File: src/rtl/irsfp_pkg.sv
// Shared constants, types and status codes for the sensor frame parser.
package irsfp_pkg;

  localparam int CHANNELS     = 8;
  localparam int BUFFER_BYTES = 200;
  localparam int FRAME_LIMIT  = 60;
  localparam int OUT_CHANS    = 8;

  localparam int BYTE_W   = 8;
  localparam int CNT_W    = $clog2(BUFFER_BYTES);
  localparam int LEN_W    = $clog2(FRAME_LIMIT + 1);
  localparam int IDX_W    = $clog2(CHANNELS + 1);
  localparam int CH_IDX_W = (CHANNELS > 1) ? $clog2(CHANNELS) : 1;
  localparam int STAT_W   = 2;
  localparam int UPD_W    = 4;

  localparam logic [BYTE_W-1:0] CH_START = 8'h24;
  localparam logic [BYTE_W-1:0] CH_END   = 8'h23;
  localparam logic [BYTE_W-1:0] CH_TAG   = 8'h44;
  localparam logic [BYTE_W-1:0] CH_COLON = 8'h3A;
  localparam logic [BYTE_W-1:0] CH_COMMA = 8'h2C;
  localparam logic [BYTE_W-1:0] CH_X     = 8'h78;
  localparam logic [BYTE_W-1:0] CH_ZERO  = 8'h30;
  localparam logic [BYTE_W-1:0] CH_NUL   = 8'h00;

  localparam logic [STAT_W-1:0] ST_NO_START = 2'd0;
  localparam logic [STAT_W-1:0] ST_TOO_LONG = 2'd1;
  localparam logic [STAT_W-1:0] ST_BAD_TAG  = 2'd2;
  localparam logic [STAT_W-1:0] ST_PARSED   = 2'd3;

  typedef logic [BYTE_W-1:0] byte_t;

  typedef struct packed {
    logic feed;
    logic close_zero;
    logic close_end;
    logic clear;
  } tok_ctl_t;

  typedef struct packed {
    logic  push;
    byte_t value;
  } tok_res_t;

endpackage

File: src/rtl/irsfp_token.sv
// Token tracker: follows one comma-separated token and yields its value on close.
module irsfp_token (
  input  logic                clk,
  input  logic                rst,
  input  irsfp_pkg::tok_ctl_t ctl,
  input  irsfp_pkg::byte_t    data,
  output irsfp_pkg::tok_res_t res
);
  import irsfp_pkg::*;

  logic  has_x;
  logic  colon_seen;
  logic  char_taken;
  byte_t captured;

  logic  has_x_step;
  logic  colon_step;
  logic  taken_step;
  byte_t captured_step;
  logic  comma_close;
  logic  any_close;
  logic  src_x;
  logic  src_colon;
  byte_t src_captured;

  always_comb begin
    has_x_step    = has_x;
    colon_step    = colon_seen;
    taken_step    = char_taken;
    captured_step = captured;
    comma_close   = ctl.feed && (data == CH_COMMA);
    if (ctl.feed && !comma_close) begin
      if (data == CH_X) begin
        has_x_step = 1'b1;
      end
      if (colon_seen) begin
        if (!char_taken) begin
          captured_step = data;
          taken_step    = 1'b1;
        end
      end else if (data == CH_COLON) begin
        colon_step = 1'b1;
      end
    end
    any_close = comma_close || ctl.close_zero || ctl.close_end;
    if (ctl.close_end) begin
      src_x        = has_x_step;
      src_colon    = colon_step;
      src_captured = captured_step;
    end else begin
      src_x        = has_x;
      src_colon    = colon_seen;
      src_captured = captured;
    end
    res.push  = any_close && src_x && src_colon;
    res.value = src_captured - CH_ZERO;
  end

  always_ff @(posedge clk) begin
    if (rst || ctl.clear || any_close) begin
      has_x      <= 1'b0;
      colon_seen <= 1'b0;
      char_taken <= 1'b0;
      captured   <= '0;
    end else begin
      has_x      <= has_x_step;
      colon_seen <= colon_step;
      char_taken <= taken_step;
      captured   <= captured_step;
    end
  end

endmodule

File: src/rtl/ir_sensor_frame_parser.sv
// Top level of the eight-channel sensor frame parser.
// A '#' word accepted while the buffer is not full has its result registered for the next cycle.
// Throughput: one received word per cycle; input stalls only while a result is held
// in the output register and the receiver stalls it.
// Reset clears the byte count, frame and token state, the stored channel values
// and the output valid; no clearing pass is needed.
module ir_sensor_frame_parser (
  input  logic                          clk,
  input  logic                          rst,
  input  logic                          rx_valid,
  output logic                          rx_stall,
  input  logic [7:0]                    rx_byte,
  output logic                          res_valid,
  input  logic                          res_stall,
  output logic [1:0]                    frame_status,
  output logic [3:0]                    values_updated,
  output logic [7:0]                    chan0,
  output logic [7:0]                    chan1,
  output logic [7:0]                    chan2,
  output logic [7:0]                    chan3,
  output logic [7:0]                    chan4,
  output logic [7:0]                    chan5,
  output logic [7:0]                    chan6,
  output logic [7:0]                    chan7
);
  import irsfp_pkg::*;

  logic [CNT_W-1:0]  stored_count;
  logic              start_seen;
  logic [LEN_W-1:0]  frame_length;
  logic              tag_ok;
  logic              text_ended;
  logic [IDX_W-1:0]  pending_index;
  byte_t             pending_values [CHANNELS];
  byte_t             channel_values [CHANNELS];
  logic [STAT_W-1:0] out_status;
  logic [UPD_W-1:0]  out_updated;
  byte_t             out_chan [OUT_CHANS];

  logic              accept;
  logic              full;
  logic              is_start;
  logic              is_end;
  logic              in_text;
  logic [CNT_W-1:0]  stored_count_next;
  logic              start_seen_next;
  logic [LEN_W-1:0]  frame_length_next;
  logic              tag_ok_next;
  logic              text_ended_next;
  logic [IDX_W-1:0]  pending_index_next;
  logic              pend_write;
  logic [CH_IDX_W-1:0] pend_addr;
  logic [STAT_W-1:0] status_next;
  logic              commit;
  byte_t             channel_next [CHANNELS];
  tok_ctl_t          tok_ctl;
  tok_res_t          tok_res;

  assign rx_stall = res_valid && res_stall;
  assign accept   = rx_valid && !rx_stall;
  assign full     = stored_count >= CNT_W'(BUFFER_BYTES - 1);
  assign is_start = !start_seen && (rx_byte == CH_START);
  assign is_end   = rx_byte == CH_END;
  assign in_text  = start_seen && !text_ended;
  assign pend_addr = pending_index[CH_IDX_W-1:0];

  always_comb begin
    tok_ctl.feed       = accept && !full && in_text && (rx_byte != CH_NUL);
    tok_ctl.close_zero = accept && !full && in_text && (rx_byte == CH_NUL);
    tok_ctl.close_end  = accept && !full && in_text && is_end;
    tok_ctl.clear      = accept && (full || is_end);
  end

  irsfp_token u_token (
    .clk  (clk),
    .rst  (rst),
    .ctl  (tok_ctl),
    .data (rx_byte),
    .res  (tok_res)
  );

  always_comb begin
    pend_write         = tok_res.push && (pending_index < IDX_W'(CHANNELS));
    pending_index_next = pend_write ? pending_index + IDX_W'(1) : pending_index;
    start_seen_next    = start_seen || is_start;
    tag_ok_next        = tag_ok ||
                         (start_seen && (frame_length == LEN_W'(1)) && (rx_byte == CH_TAG));
    text_ended_next    = text_ended || (in_text && (rx_byte == CH_NUL));
    if (start_seen) begin
      frame_length_next = (frame_length < LEN_W'(FRAME_LIMIT)) ?
                          frame_length + LEN_W'(1) : frame_length;
    end else if (is_start) begin
      frame_length_next = LEN_W'(1);
    end else begin
      frame_length_next = '0;
    end
    stored_count_next = stored_count + CNT_W'(1);

    if (!start_seen_next) begin
      status_next = ST_NO_START;
    end else if (frame_length_next >= LEN_W'(FRAME_LIMIT)) begin
      status_next = ST_TOO_LONG;
    end else if (!tag_ok_next) begin
      status_next = ST_BAD_TAG;
    end else begin
      status_next = ST_PARSED;
    end
    commit = is_end && (status_next == ST_PARSED);

    for (int i = 0; i < CHANNELS; i++) begin
      channel_next[i] = channel_values[i];
      if (commit && (IDX_W'(i) < pending_index_next)) begin
        if (pend_write && (IDX_W'(i) == pending_index)) begin
          channel_next[i] = tok_res.value;
        end else begin
          channel_next[i] = pending_values[i];
        end
      end
    end
  end

  always_ff @(posedge clk) begin
    if (accept && !full && pend_write) begin
      pending_values[pend_addr] <= tok_res.value;
    end
  end

  always_ff @(posedge clk) begin
    if (rst) begin
      stored_count  <= '0;
      start_seen    <= 1'b0;
      frame_length  <= '0;
      tag_ok        <= 1'b0;
      text_ended    <= 1'b0;
      pending_index <= '0;
      for (int i = 0; i < CHANNELS; i++) begin
        channel_values[i] <= '0;
      end
    end else if (accept) begin
      if (full || is_end) begin
        stored_count  <= '0;
        start_seen    <= 1'b0;
        frame_length  <= '0;
        tag_ok        <= 1'b0;
        text_ended    <= 1'b0;
        pending_index <= '0;
      end else begin
        stored_count  <= stored_count_next;
        start_seen    <= start_seen_next;
        frame_length  <= frame_length_next;
        tag_ok        <= tag_ok_next;
        text_ended    <= text_ended_next;
        pending_index <= pending_index_next;
      end
      if (!full) begin
        for (int i = 0; i < CHANNELS; i++) begin
          channel_values[i] <= channel_next[i];
        end
      end
    end
  end

  always_ff @(posedge clk) begin
    if (rst) begin
      res_valid <= 1'b0;
    end else if (accept && !full && is_end) begin
      res_valid <= 1'b1;
    end else if (!res_stall) begin
      res_valid <= 1'b0;
    end
  end

  always_ff @(posedge clk) begin
    if (accept && !full && is_end) begin
      out_status  <= status_next;
      out_updated <= commit ? UPD_W'(pending_index_next) : '0;
    end
  end

  for (genvar g = 0; g < OUT_CHANS; g++) begin : g_out
    if (g < CHANNELS) begin : g_live
      always_ff @(posedge clk) begin
        if (accept && !full && is_end) begin
          out_chan[g] <= channel_next[g];
        end
      end
    end else begin : g_unused
      assign out_chan[g] = '0;
    end
  end

  assign frame_status   = out_status;
  assign values_updated = out_updated;
  assign chan0 = out_chan[0];
  assign chan1 = out_chan[1];
  assign chan2 = out_chan[2];
  assign chan3 = out_chan[3];
  assign chan4 = out_chan[4];
  assign chan5 = out_chan[5];
  assign chan6 = out_chan[6];
  assign chan7 = out_chan[7];

  a_index_bound: assert property (@(posedge clk) disable iff (rst)
    pending_index <= IDX_W'(CHANNELS))
    else $error("pending index beyond channel count");

  a_count_bound: assert property (@(posedge clk) disable iff (rst)
    stored_count <= CNT_W'(BUFFER_BYTES - 1))
    else $error("stored byte count beyond buffer");

  a_start_len: assert property (@(posedge clk) disable iff (rst)
    start_seen == (frame_length != '0))
    else $error("frame length disagrees with start flag");

  a_update_parsed: assert property (@(posedge clk) disable iff (rst)
    res_valid && (values_updated != '0) |-> frame_status == ST_PARSED)
    else $error("values updated on a frame that did not parse");

  a_end_result: assert property (@(posedge clk) disable iff (rst)
    accept && !full && is_end |=> res_valid)
    else $error("end mark gave no result");

endmodule

File: config.mk
export PLATFORM = sky130hd
export DESIGN_NAME = ir_sensor_frame_parser
export DESIGN_NICKNAME = d
export VERILOG_FILES = /design/src/rtl/irsfp_pkg.sv /design/src/rtl/irsfp_token.sv /design/src/rtl/ir_sensor_frame_parser.sv
export SDC_FILE = /design/constraint.sdc
export NUM_CORES = 1
export LEC_CHECK = 0
export ABC_CLOCK_PERIOD_IN_PS = 15200
export BUFFER_PORTS_ARGS = -buffer_cell sky130_fd_sc_hd__clkbuf_2
export CORE_MARGIN = 3
export CORE_UTILIZATION = 40
export CTS_BUF_LIST = sky130_fd_sc_hd__clkbuf_16
export DETAILED_ROUTE_END_ITERATION = 7
export SYNTH_ARGS = -nofsm -noshare
export SYNTH_HDL_FRONTEND = slang
export SYNTH_SLANG_ARGS = --single-unit
export TNS_END_PERCENT = 10
File: constraint.sdc
create_clock -name clk -period 15.2 [get_ports clk]
set_input_delay 1.52 -clock clk [delete_from_list [all_inputs] [get_ports clk]]
set_output_delay 1.52 -clock clk [all_outputs]
set_load 0.01 [all_outputs]
==> impl_results.rst, run 1 <==
.. list-table::
   :header-rows: 1

   * - Metric
     - Value
   * - Run status
     - finished, final reports clean
   * - Routed length per placed instance
     - 19.2 um
   * - Chip Width
     - 169 um
   * - Worst supply voltage drop on vdd
     - 0.0884 mV
   * - Cell Count Post-Placement
     - 1236
   * - Setup slack of the critical path after layout
     - 10250 ps
   * - Classification of the worst-slack hold path
     - reg -> reg
   * - CTS buffer count
     - 24
   * - TritonCTS clock tree
     - yes
   * - Area of combinational cells with multiple inputs
     - 3770 um2
   * - Violation count after the first detailed-routing iteration
     - 597
   * - Number of resized instances in the post-cts repair step
     - 0
   * - Worst setup slack after placement
     - 9720 ps
   * - Total congestion overflow after global routing
     - 0
   * - Pin count of the biggest net entering global routing
     - 65
   * - Endpoint type of the worst setup path
     - flip-flop
   * - Share of post-route cells with drive strength above 1
     - 24.3%
   * - Commonest cells post-synth
     - sky130_fd_sc_hd__edfxtp_1 (198), sky130_fd_sc_hd__nand2_1 (79), sky130_fd_sc_hd__mux2_2 (72), sky130_fd_sc_hd__nor2_1 (69), sky130_fd_sc_hd__a21oi_1 (60)
   * - Synthesized netlist net count
     - 873
   * - Setup TNS Final
     - 0 ps
   * - Worst setup SP type
     - input port
   * - WP data arrival
     - 5170 ps
   * - WS Path Type
     - in -> reg
   * - Non-filler instance count after layout
     - 1280
   * - H-tree levels
     - 1
   * - Req. time, crit path
     - 15420 ps
   * - Number of buffers on the longest clock path
     - 3
   * - Kind of cell adding the most delay to the critical path
     - simple AND/OR/NAND/NOR gates
   * - Placer's final routability congestion estimate
     - 0.898
   * - Placeable core region
     - 25600 um2
   * - Number of buffers inserted by hold repair at cts
     - 0
   * - Aggregate routed wire length
     - 24.5 mm
   * - FF+latch count, synth
     - 231
   * - Count of endpoints failing setup in the final report
     - 0
   * - NumNets Final
     - 952
   * - Worst-skew pair later-pin latency
     - 520 ps
   * - # port buffers
     - 83
   * - Final Skew
     - 11.5 ps
   * - Final Hold Vio Count
     - 0
   * - Seq. cell area
     - 6610 um2
   * - Cells taking the most area after synthesis
     - sky130_fd_sc_hd__edfxtp_1 (56%), sky130_fd_sc_hd__mux2_2 (7.6%), sky130_fd_sc_hd__dfxtp_1 (6.2%)
   * - EDFF count, synth
     - 198
   * - Clock transition time at the flip-flop clock pins of the worst setup and hold paths
     - 60 ps
   * - DR vias
     - 7078
   * - Number of ports placed on the die boundary
     - 84
   * - Number of global-route vias before repair
     - 6884
   * - Power consumption
     - 1.30 mW
   * - TritonRoute pass-1 iters
     - 5
   * - Final-report max-slew violation count
     - 0
   * - Final core occ
     - 47.3%
   * - Leakage dissipation
     - 4.46 nW
   * - Post-detailed-route DRC marker count
     - 0
   * - Yosys warns
     - 0
   * - Top FF cell, synth
     - sky130_fd_sc_hd__edfxtp_1
   * - Starting density of the core
     - 41.4%
   * - Antenna-violating nets left
     - 0
   * - Area enclosed by the die boundary
     - 28500 um2
   * - RSZ-0062 raised after global routing
     - no
   * - Post-synth ARST share
     - 0%
   * - Cell type of the slowest stage on the worst timing path
     - sky130_fd_sc_hd__nor4_1
   * - Post-layout minimum cycle time
     - 4950 ps
   * - Max-cap violations
     - 0
   * - Area fraction of the dominant cell type after synthesis
     - 56.1%
   * - Area added between synthesis and finish
     - 14.4%
   * - Root Buffer Master
     - sky130_fd_sc_hd__clkbuf_16
   * - Total of fill cells in the finished design
     - 2296
   * - Highest achievable clock rate
     - 0.202 GHz
   * - Synth Instances
     - 853
   * - Total Routing Usage GR
     - 17.2%
   * - Worst path buffer plus inverter count
     - 2
   * - Number of antenna violations at the first check in global routing
     - 0
   * - Detail Placement HPWL
     - 15.5 mm
   * - Via-to-Cell Ratio
     - 5.53
   * - Max-slew headroom at the worst pin
     - 17.7%
   * - Cell type with the highest aggregate area in the netlist
     - sky130_fd_sc_hd__edfxtp_1
   * - Clock sink total
     - 231
   * - Syn Area/Cell
     - 12.4 um2
   * - Setup Fix Bufs, Post-CTS
     - 0
   * - Number of distinct library cell variants in the gate-level netlist after synthesis
     - 68
   * - Sequential element share of the synthesized area
     - 62.3%
   * - Area of the mapped netlist
     - 10600 um2
   * - Cell-by-cell listing of the critical path
     - clkbuf_2, nor3_2, nand3_1, nor4_1, nand2b_1, inv_1, ha_1, mux2_2, nor3_1, nor3_1
   * - Die Ht
     - 169 um
   * - Critical Path Most Common Cell
     - sky130_fd_sc_hd__nor3_1
   * - Actual transition at the worst max-transition pin
     - 1230 ps
   * - Top fanout value on the critical path
     - 16
   * - ANT cells
     - 0
   * - First-pass GRT wire length
     - 39.3 mm
   * - Largest stage delay, worst path
     - 820 ps
   * - Period Utilization, post-route
     - 32.6%
   * - Most numerous cell in the Yosys netlist
     - sky130_fd_sc_hd__edfxtp_1
   * - Site row count
     - 58
   * - Power density cells
     - 108 nW/um2
[cell type report]
cell class / count / area share (%)
Tap cell: 330 / 3.41
Sequential cell: 231 / 54.5
Clock buffer: 25 / 5.16
Multi-Input combinational cell: 560 / 31.1
Inverter: 20 / 0.619
Timing Repair Buffer: 95 / 4.17
Clock inverter: 19 / 1.06
[registers in the layout, summed over array words and instances (netlist names)]
register / count
channel_values: 64
out_chan: 64
pending_values: 64
stored_count: 8
u_token.captured: 8
frame_length: 6
pending_index: 4
values_updated: 4
frame_status: 2
res_valid: 1
start_seen: 1
tag_ok: 1
text_ended: 1
u_token.char_taken: 1
u_token.colon_seen: 1
u_token.has_x: 1
[worst paths after layout]
path                                  start                                  to  slack (ps)  cells after the start
max                              rx_byte[4]  channel_values[0][5]$_SDFFCE_PN0P_       10250                     10
max reg2reg    stored_count[0]$_SDFFE_PP0P_  channel_values[0][5]$_SDFFCE_PN0P_       10860                     10
min reg2reg  u_token.captured[3]$_SDFF_PP0_      u_token.captured[3]$_SDFF_PP0_         470                      2
min          u_token.captured[3]$_SDFF_PP0_      u_token.captured[3]$_SDFF_PP0_         470                      2
[layer usage]
| metal | global-route usage, % | routed length [um] | up-vias |
|---|---|---|---|
| li1 | - | - | 3378 |
| met1 | 25.2 | 11700 | 3498 |
| met2 | 27.2 | 11200 | 175 |
| met3 | 2.73 | 1270 | 27 |
| met4 | 3.88 | 369 | 0 |
| met5 | 0 | 0 | - |
[cell usage in the layout (no fill, tap or decap), types with 10 or more instances in the layout]
master	count
sky130_fd_sc_hd__edfxtp_1	198
sky130_fd_sc_hd__clkbuf_2	83
sky130_fd_sc_hd__nand2_1	79
sky130_fd_sc_hd__mux2_2	72
sky130_fd_sc_hd__nor2_1	69
sky130_fd_sc_hd__a21oi_1	60
sky130_fd_sc_hd__nor3_1	46
sky130_fd_sc_hd__dfxtp_1	33
sky130_fd_sc_hd__inv_1	29
sky130_fd_sc_hd__mux2i_1	26
sky130_fd_sc_hd__o21ai_0	25
sky130_fd_sc_hd__clkbuf_16	25
sky130_fd_sc_hd__nand3_1	24
sky130_fd_sc_hd__and2_1	12
sky130_fd_sc_hd__buf_4	12
sky130_fd_sc_hd__nand4_1	10
[logic make-up (layout without fill, tap and decap cells)]
logic type               after synthesis  count (layout)  share of synthesized area, %
flip-flops                           231             231                          62.3
multiplexers                          98              98                          10.1
XOR/XNOR                               9               9                         0.744
buffers and inverters                 62             159                          2.38
AO/OA/AOI/OAI                        157             157                          10.1
AND/OR/NAND/NOR                      288             288                          13.4
adder cells (fa/ha/maj)                8               8                         0.944
[report_power, final]
group	switching, mW	total [mW]	internal, mW
clock network	0.235	0.565	0.329
logic	0.0248	0.0379	0.0132
registers	0.00394	0.702	0.698
total	0.264	1.30	1.04
[through the flow]
step	hold slack (ps)	area (um2)
4_1_cts	472	12100
3_5_place_dp	460	11400
2_1_floorplan	437	10600
6_report	473	12100
5_1_grt	499	12100
3_3_place_gp	448	11400
[worst min-delay path, stage by stage, from the launching register on]
cell and delay [ps]:
sky130_fd_sc_hd__dfxtp_1 300, sky130_fd_sc_hd__o21ai_0 60, sky130_fd_sc_hd__a21oi_1 60
No activity file was read; power rests on OpenSTA's default activity.
==> run 2, diff against run 1 <==
- ABC_CLOCK_PERIOD_IN_PS: 15200 -> 4900
- clock period: 15.2 -> 4.9 ns (I/O delays scaled with it)
==> impl_results.rst, run 2 (synthesized netlist as in run 1, its figures left out) <==
.. list-table::
   :header-rows: 1

   * - Metric
     - Value
   * - Run status
     - finished, final reports clean (unchanged)
   * - TritonRoute pass-1 iters
     - 5 (unchanged)
   * - Regs by FF count
     - channel_values (64), out_chan (64), pending_values (64) (unchanged)
   * - Total of fill cells in the finished design
     - 2368 (was 2296)
   * - WS Path Type
     - reg -> reg (was in -> reg)
   * - Worst setup SP type
     - flip-flop (was input port)
   * - Number of buffers inserted by hold repair at cts
     - 0 (unchanged)
   * - Post-layout minimum cycle time
     - 3910 ps
   * - Placer's final routability congestion estimate
     - 0.870 (was 0.898)
   * - Register-to-Register Path Depth
     - 10 (unchanged)
   * - Worst hold slack after final layout
     - 262 ps (was 473 ps)
   * - Endpoint type of the worst setup path
     - flip-flop (unchanged)
   * - End of the worst register-to-register path
     - channel_values[1][14]$_SDFFCE_PN0P_ (was channel_values[0][5]$_SDFFCE_PN0P_)
   * - Total Routing Usage GR
     - 17.2% (about the same)
   * - ANT cells
     - 0 (unchanged)
   * - Post-detailed-route DRC marker count
     - 0 (unchanged)
   * - Site row count
     - 58 (unchanged)
   * - TritonCTS clock tree
     - yes (unchanged)
   * - Area added between synthesis and finish
     - 14.2% (was 14.4%)
   * - First-pass GRT wire length
     - 39.4 mm (was 39.3 mm)
   * - CTS buffer count
     - 24 (unchanged)
   * - Violation count after the first detailed-routing iteration
     - 518 (was 597)
   * - Chip Width
     - 169 um (unchanged)
   * - Count of endpoints failing setup in the final report
     - 0 (unchanged)
   * - Final Skew
     - 13.5 ps (was 11.5 ps)
   * - Largest stage delay, worst path
     - 590 ps (was 820 ps)
   * - Period Utilization, post-route
     - 79.7%
   * - WP data arrival
     - 4230 ps (was 5170 ps)
   * - Worst Hold Endpoint
     - u_token.captured[3]$_SDFF_PP0_ (unchanged)
   * - Number of global-route vias before repair
     - 6947 (was 6884)
   * - H-tree levels
     - 1 (unchanged)
   * - Start of the worst register-to-register path
     - stored_count[0]$_SDFFE_PP0P_ (unchanged)
   * - Final Hold Vio Count
     - 0 (unchanged)
   * - Starting density of the core
     - 41.4% (unchanged)
   * - Actual transition at the worst max-transition pin
     - 1180 ps (was 1230 ps)
   * - Root Buffer Master
     - sky130_fd_sc_hd__clkbuf_16 (unchanged)
   * - Setup Fix Bufs, Post-CTS
     - 0 (unchanged)
   * - Share of post-route cells with drive strength above 1
     - 24.4% (was 24.3%)
   * - Worst-skew pair later-pin latency
     - 530 ps (was 520 ps)
   * - Antenna-violating nets left
     - 0 (unchanged)
   * - Detail Placement HPWL
     - 15.7 mm (was 15.5 mm)
   * - Via-to-Cell Ratio
     - 5.53 (about the same)
   * - Max-cap violations
     - 0 (unchanged)
   * - Depth of the critical timing path with buffers and inverters included
     - 10 (unchanged)
   * - Leading cell type in the layout, fill and taps excluded
     - sky130_fd_sc_hd__edfxtp_1 (unchanged)
   * - Power consumption
     - 3.91 mW (was 1.30 mW)
   * - Classification of the worst-slack hold path
     - in -> reg (was reg -> reg)
   * - Number of ports placed on the die boundary
     - 84 (unchanged)
   * - NumNets Final
     - 959 (was 952)
   * - Critical Path Most Common Cell
     - sky130_fd_sc_hd__nor3_1 (unchanged)
   * - Req. time, crit path
     - 5230 ps (was 15420 ps)
   * - Clock transition time at the flip-flop clock pins of the worst setup and hold paths
     - 60 ps (about the same)
   * - Number of resized instances in the post-cts repair step
     - 0 (unchanged)
   * - Number of cells traversed by the worst hold path
     - 3 (was 2)
   * - Pin count of the biggest net entering global routing
     - 72 (was 65)
   * - Number of buffers on the longest clock path
     - 3 (unchanged)
   * - Total congestion overflow after global routing
     - 0 (unchanged)
   * - Worst path buffer plus inverter count
     - 2 (unchanged)
   * - Final-report max-slew violation count
     - 0 (unchanged)
   * - Worst supply voltage drop on vdd
     - 0.186 mV (was 0.0884 mV)
   * - Cell type of the slowest stage on the worst timing path
     - sky130_fd_sc_hd__a211oi_1 (was sky130_fd_sc_hd__nor4_1)
   * - Aggregate routed wire length
     - 24.5 mm (about the same)
   * - Power density cells
     - 323 nW/um2 (was 108 nW/um2)
   * - Setup TNS Final
     - 0 ps (unchanged)
   * - Commonest non-fill, non-tap cells in the layout
     - sky130_fd_sc_hd__edfxtp_1 (198), sky130_fd_sc_hd__clkbuf_2 (83), sky130_fd_sc_hd__nand2_1 (79) (unchanged)
   * - Hold wc startpoint
     - rx_byte[3] (was u_token.captured[3]$_SDFF_PP0_)
   * - DR vias
     - 7109 (was 7078)
   * - Placeable core region
     - 25600 um2 (unchanged)
   * - Number of antenna violations at the first check in global routing
     - 0 (unchanged)
   * - Kind of cell adding the most delay to the critical path
     - compound AO/OA/AOI/OAI gates (was simple AND/OR/NAND/NOR gates)
   * - Die Ht
     - 169 um (unchanged)
   * - Max-slew headroom at the worst pin
     - 21.5% (was 17.7%)
   * - RSZ-0062 raised after global routing
     - no (unchanged)
   * - Routed length per placed instance
     - 19.1 um (was 19.2 um)
   * - Leakage dissipation
     - 4.46 nW (about the same)
   * - # port buffers
     - 83 (unchanged)
   * - Cell-by-cell listing of the critical path
     - ha_1, a2111oi_4, o21ai_2, a211oi_1, a41oi_1, nand2b_1, inv_1, buf_4, nor3_1, nor3_1 (was clkbuf_2, nor3_2, nand3_1, nor4_1, nand2b_1, inv_1, ha_1, mux2_2, nor3_1, nor3_1)
   * - Worst setup slack for register-to-register paths
     - 990 ps (was 10860 ps)
   * - Top fanout value on the critical path
     - 21 (was 16)
   * - Clock sink total
     - 231 (unchanged)
   * - Highest achievable clock rate
     - 0.256 GHz
   * - Area enclosed by the die boundary
     - 28500 um2 (unchanged)
-- run 2: area by class of cell --
cell class	instances	area, um2	area share (%)
clock buffer	24	601	4.96
tap	330	413	3.41
sequential	231	6610	54.6
multi-input combinational	560	3770	31.2
timing repair buffer	102	558	4.61
clock inverter	18	81.3	0.672
inverter	20	75.1	0.620
-- run 2: worst reg2reg max path: stages, from the launching register on --
cell	delay, ps
sky130_fd_sc_hd__dfxtp_1	330
sky130_fd_sc_hd__ha_1	260
sky130_fd_sc_hd__a2111oi_4	480
sky130_fd_sc_hd__o21ai_2	190
sky130_fd_sc_hd__a211oi_1	590
sky130_fd_sc_hd__a41oi_1	240
sky130_fd_sc_hd__nand2b_1	490
sky130_fd_sc_hd__inv_1	470
sky130_fd_sc_hd__buf_4	330
sky130_fd_sc_hd__nor3_1	100
sky130_fd_sc_hd__nor3_1	220
-- run 2: worst max-delay path by stage --
stage	end	slack (ps)	start
after floorplan	channel_values[0][0]$_SDFFCE_PN0P_	-1370	stored_count[0]$_SDFFE_PP0P_
after detailed placement	channel_values[1][14]$_SDFFCE_PN0P_	840	rx_byte[2]
after global placement	channel_values[1][11]$_SDFFCE_PN0P_	1000	rx_byte[2]
after global routing	channel_values[1][11]$_SDFFCE_PN0P_	710	stored_count[0]$_SDFFE_PP0P_
after CTS	channel_values[1][14]$_SDFFCE_PN0P_	1030	stored_count[0]$_SDFFE_PP0P_
final	channel_values[1][14]$_SDFFCE_PN0P_	990	stored_count[0]$_SDFFE_PP0P_
-- run 2: power by group --
part	switching [mW]	total [mW]	internal [mW]
Clock	0.731	1.61	0.881
Combinational	0.0777	0.119	0.0414
Sequential	0.0123	2.18	2.16
-- run 2: metrics by stage --
step / setup slack (ps) / area, um2 / std cells / util (%)
2_1_floorplan: -1370 / 10600 / 853 / -
3_3_place_gp: 1000 / 11400 / 1243 / 44.6
3_5_place_dp: 842 / 11400 / 1243 / 44.6
4_1_cts: 1030 / 12100 / 1285 / 47.3
5_1_grt: 712 / 12100 / 1285 / 47.3
6_report: 994 / 12100 / 1285 / 47.3
-- run 2: layer usage --
| metal | GRT usage [%] | routed length, um | share of wire, % | vias to the layer above |
|---|---|---|---|---|
| met2 | 26.7 | 11200 | 46 | 224 |
| met3 | 2.94 | 1480 | 6.0 | 36 |
| met5 | 0 | 0 | 0 | - |
| li1 | - | - | - | 3396 |
| met1 | 25.3 | 11300 | 46 | 3453 |
| met4 | 4.48 | 441 | 1.8 | 0 |
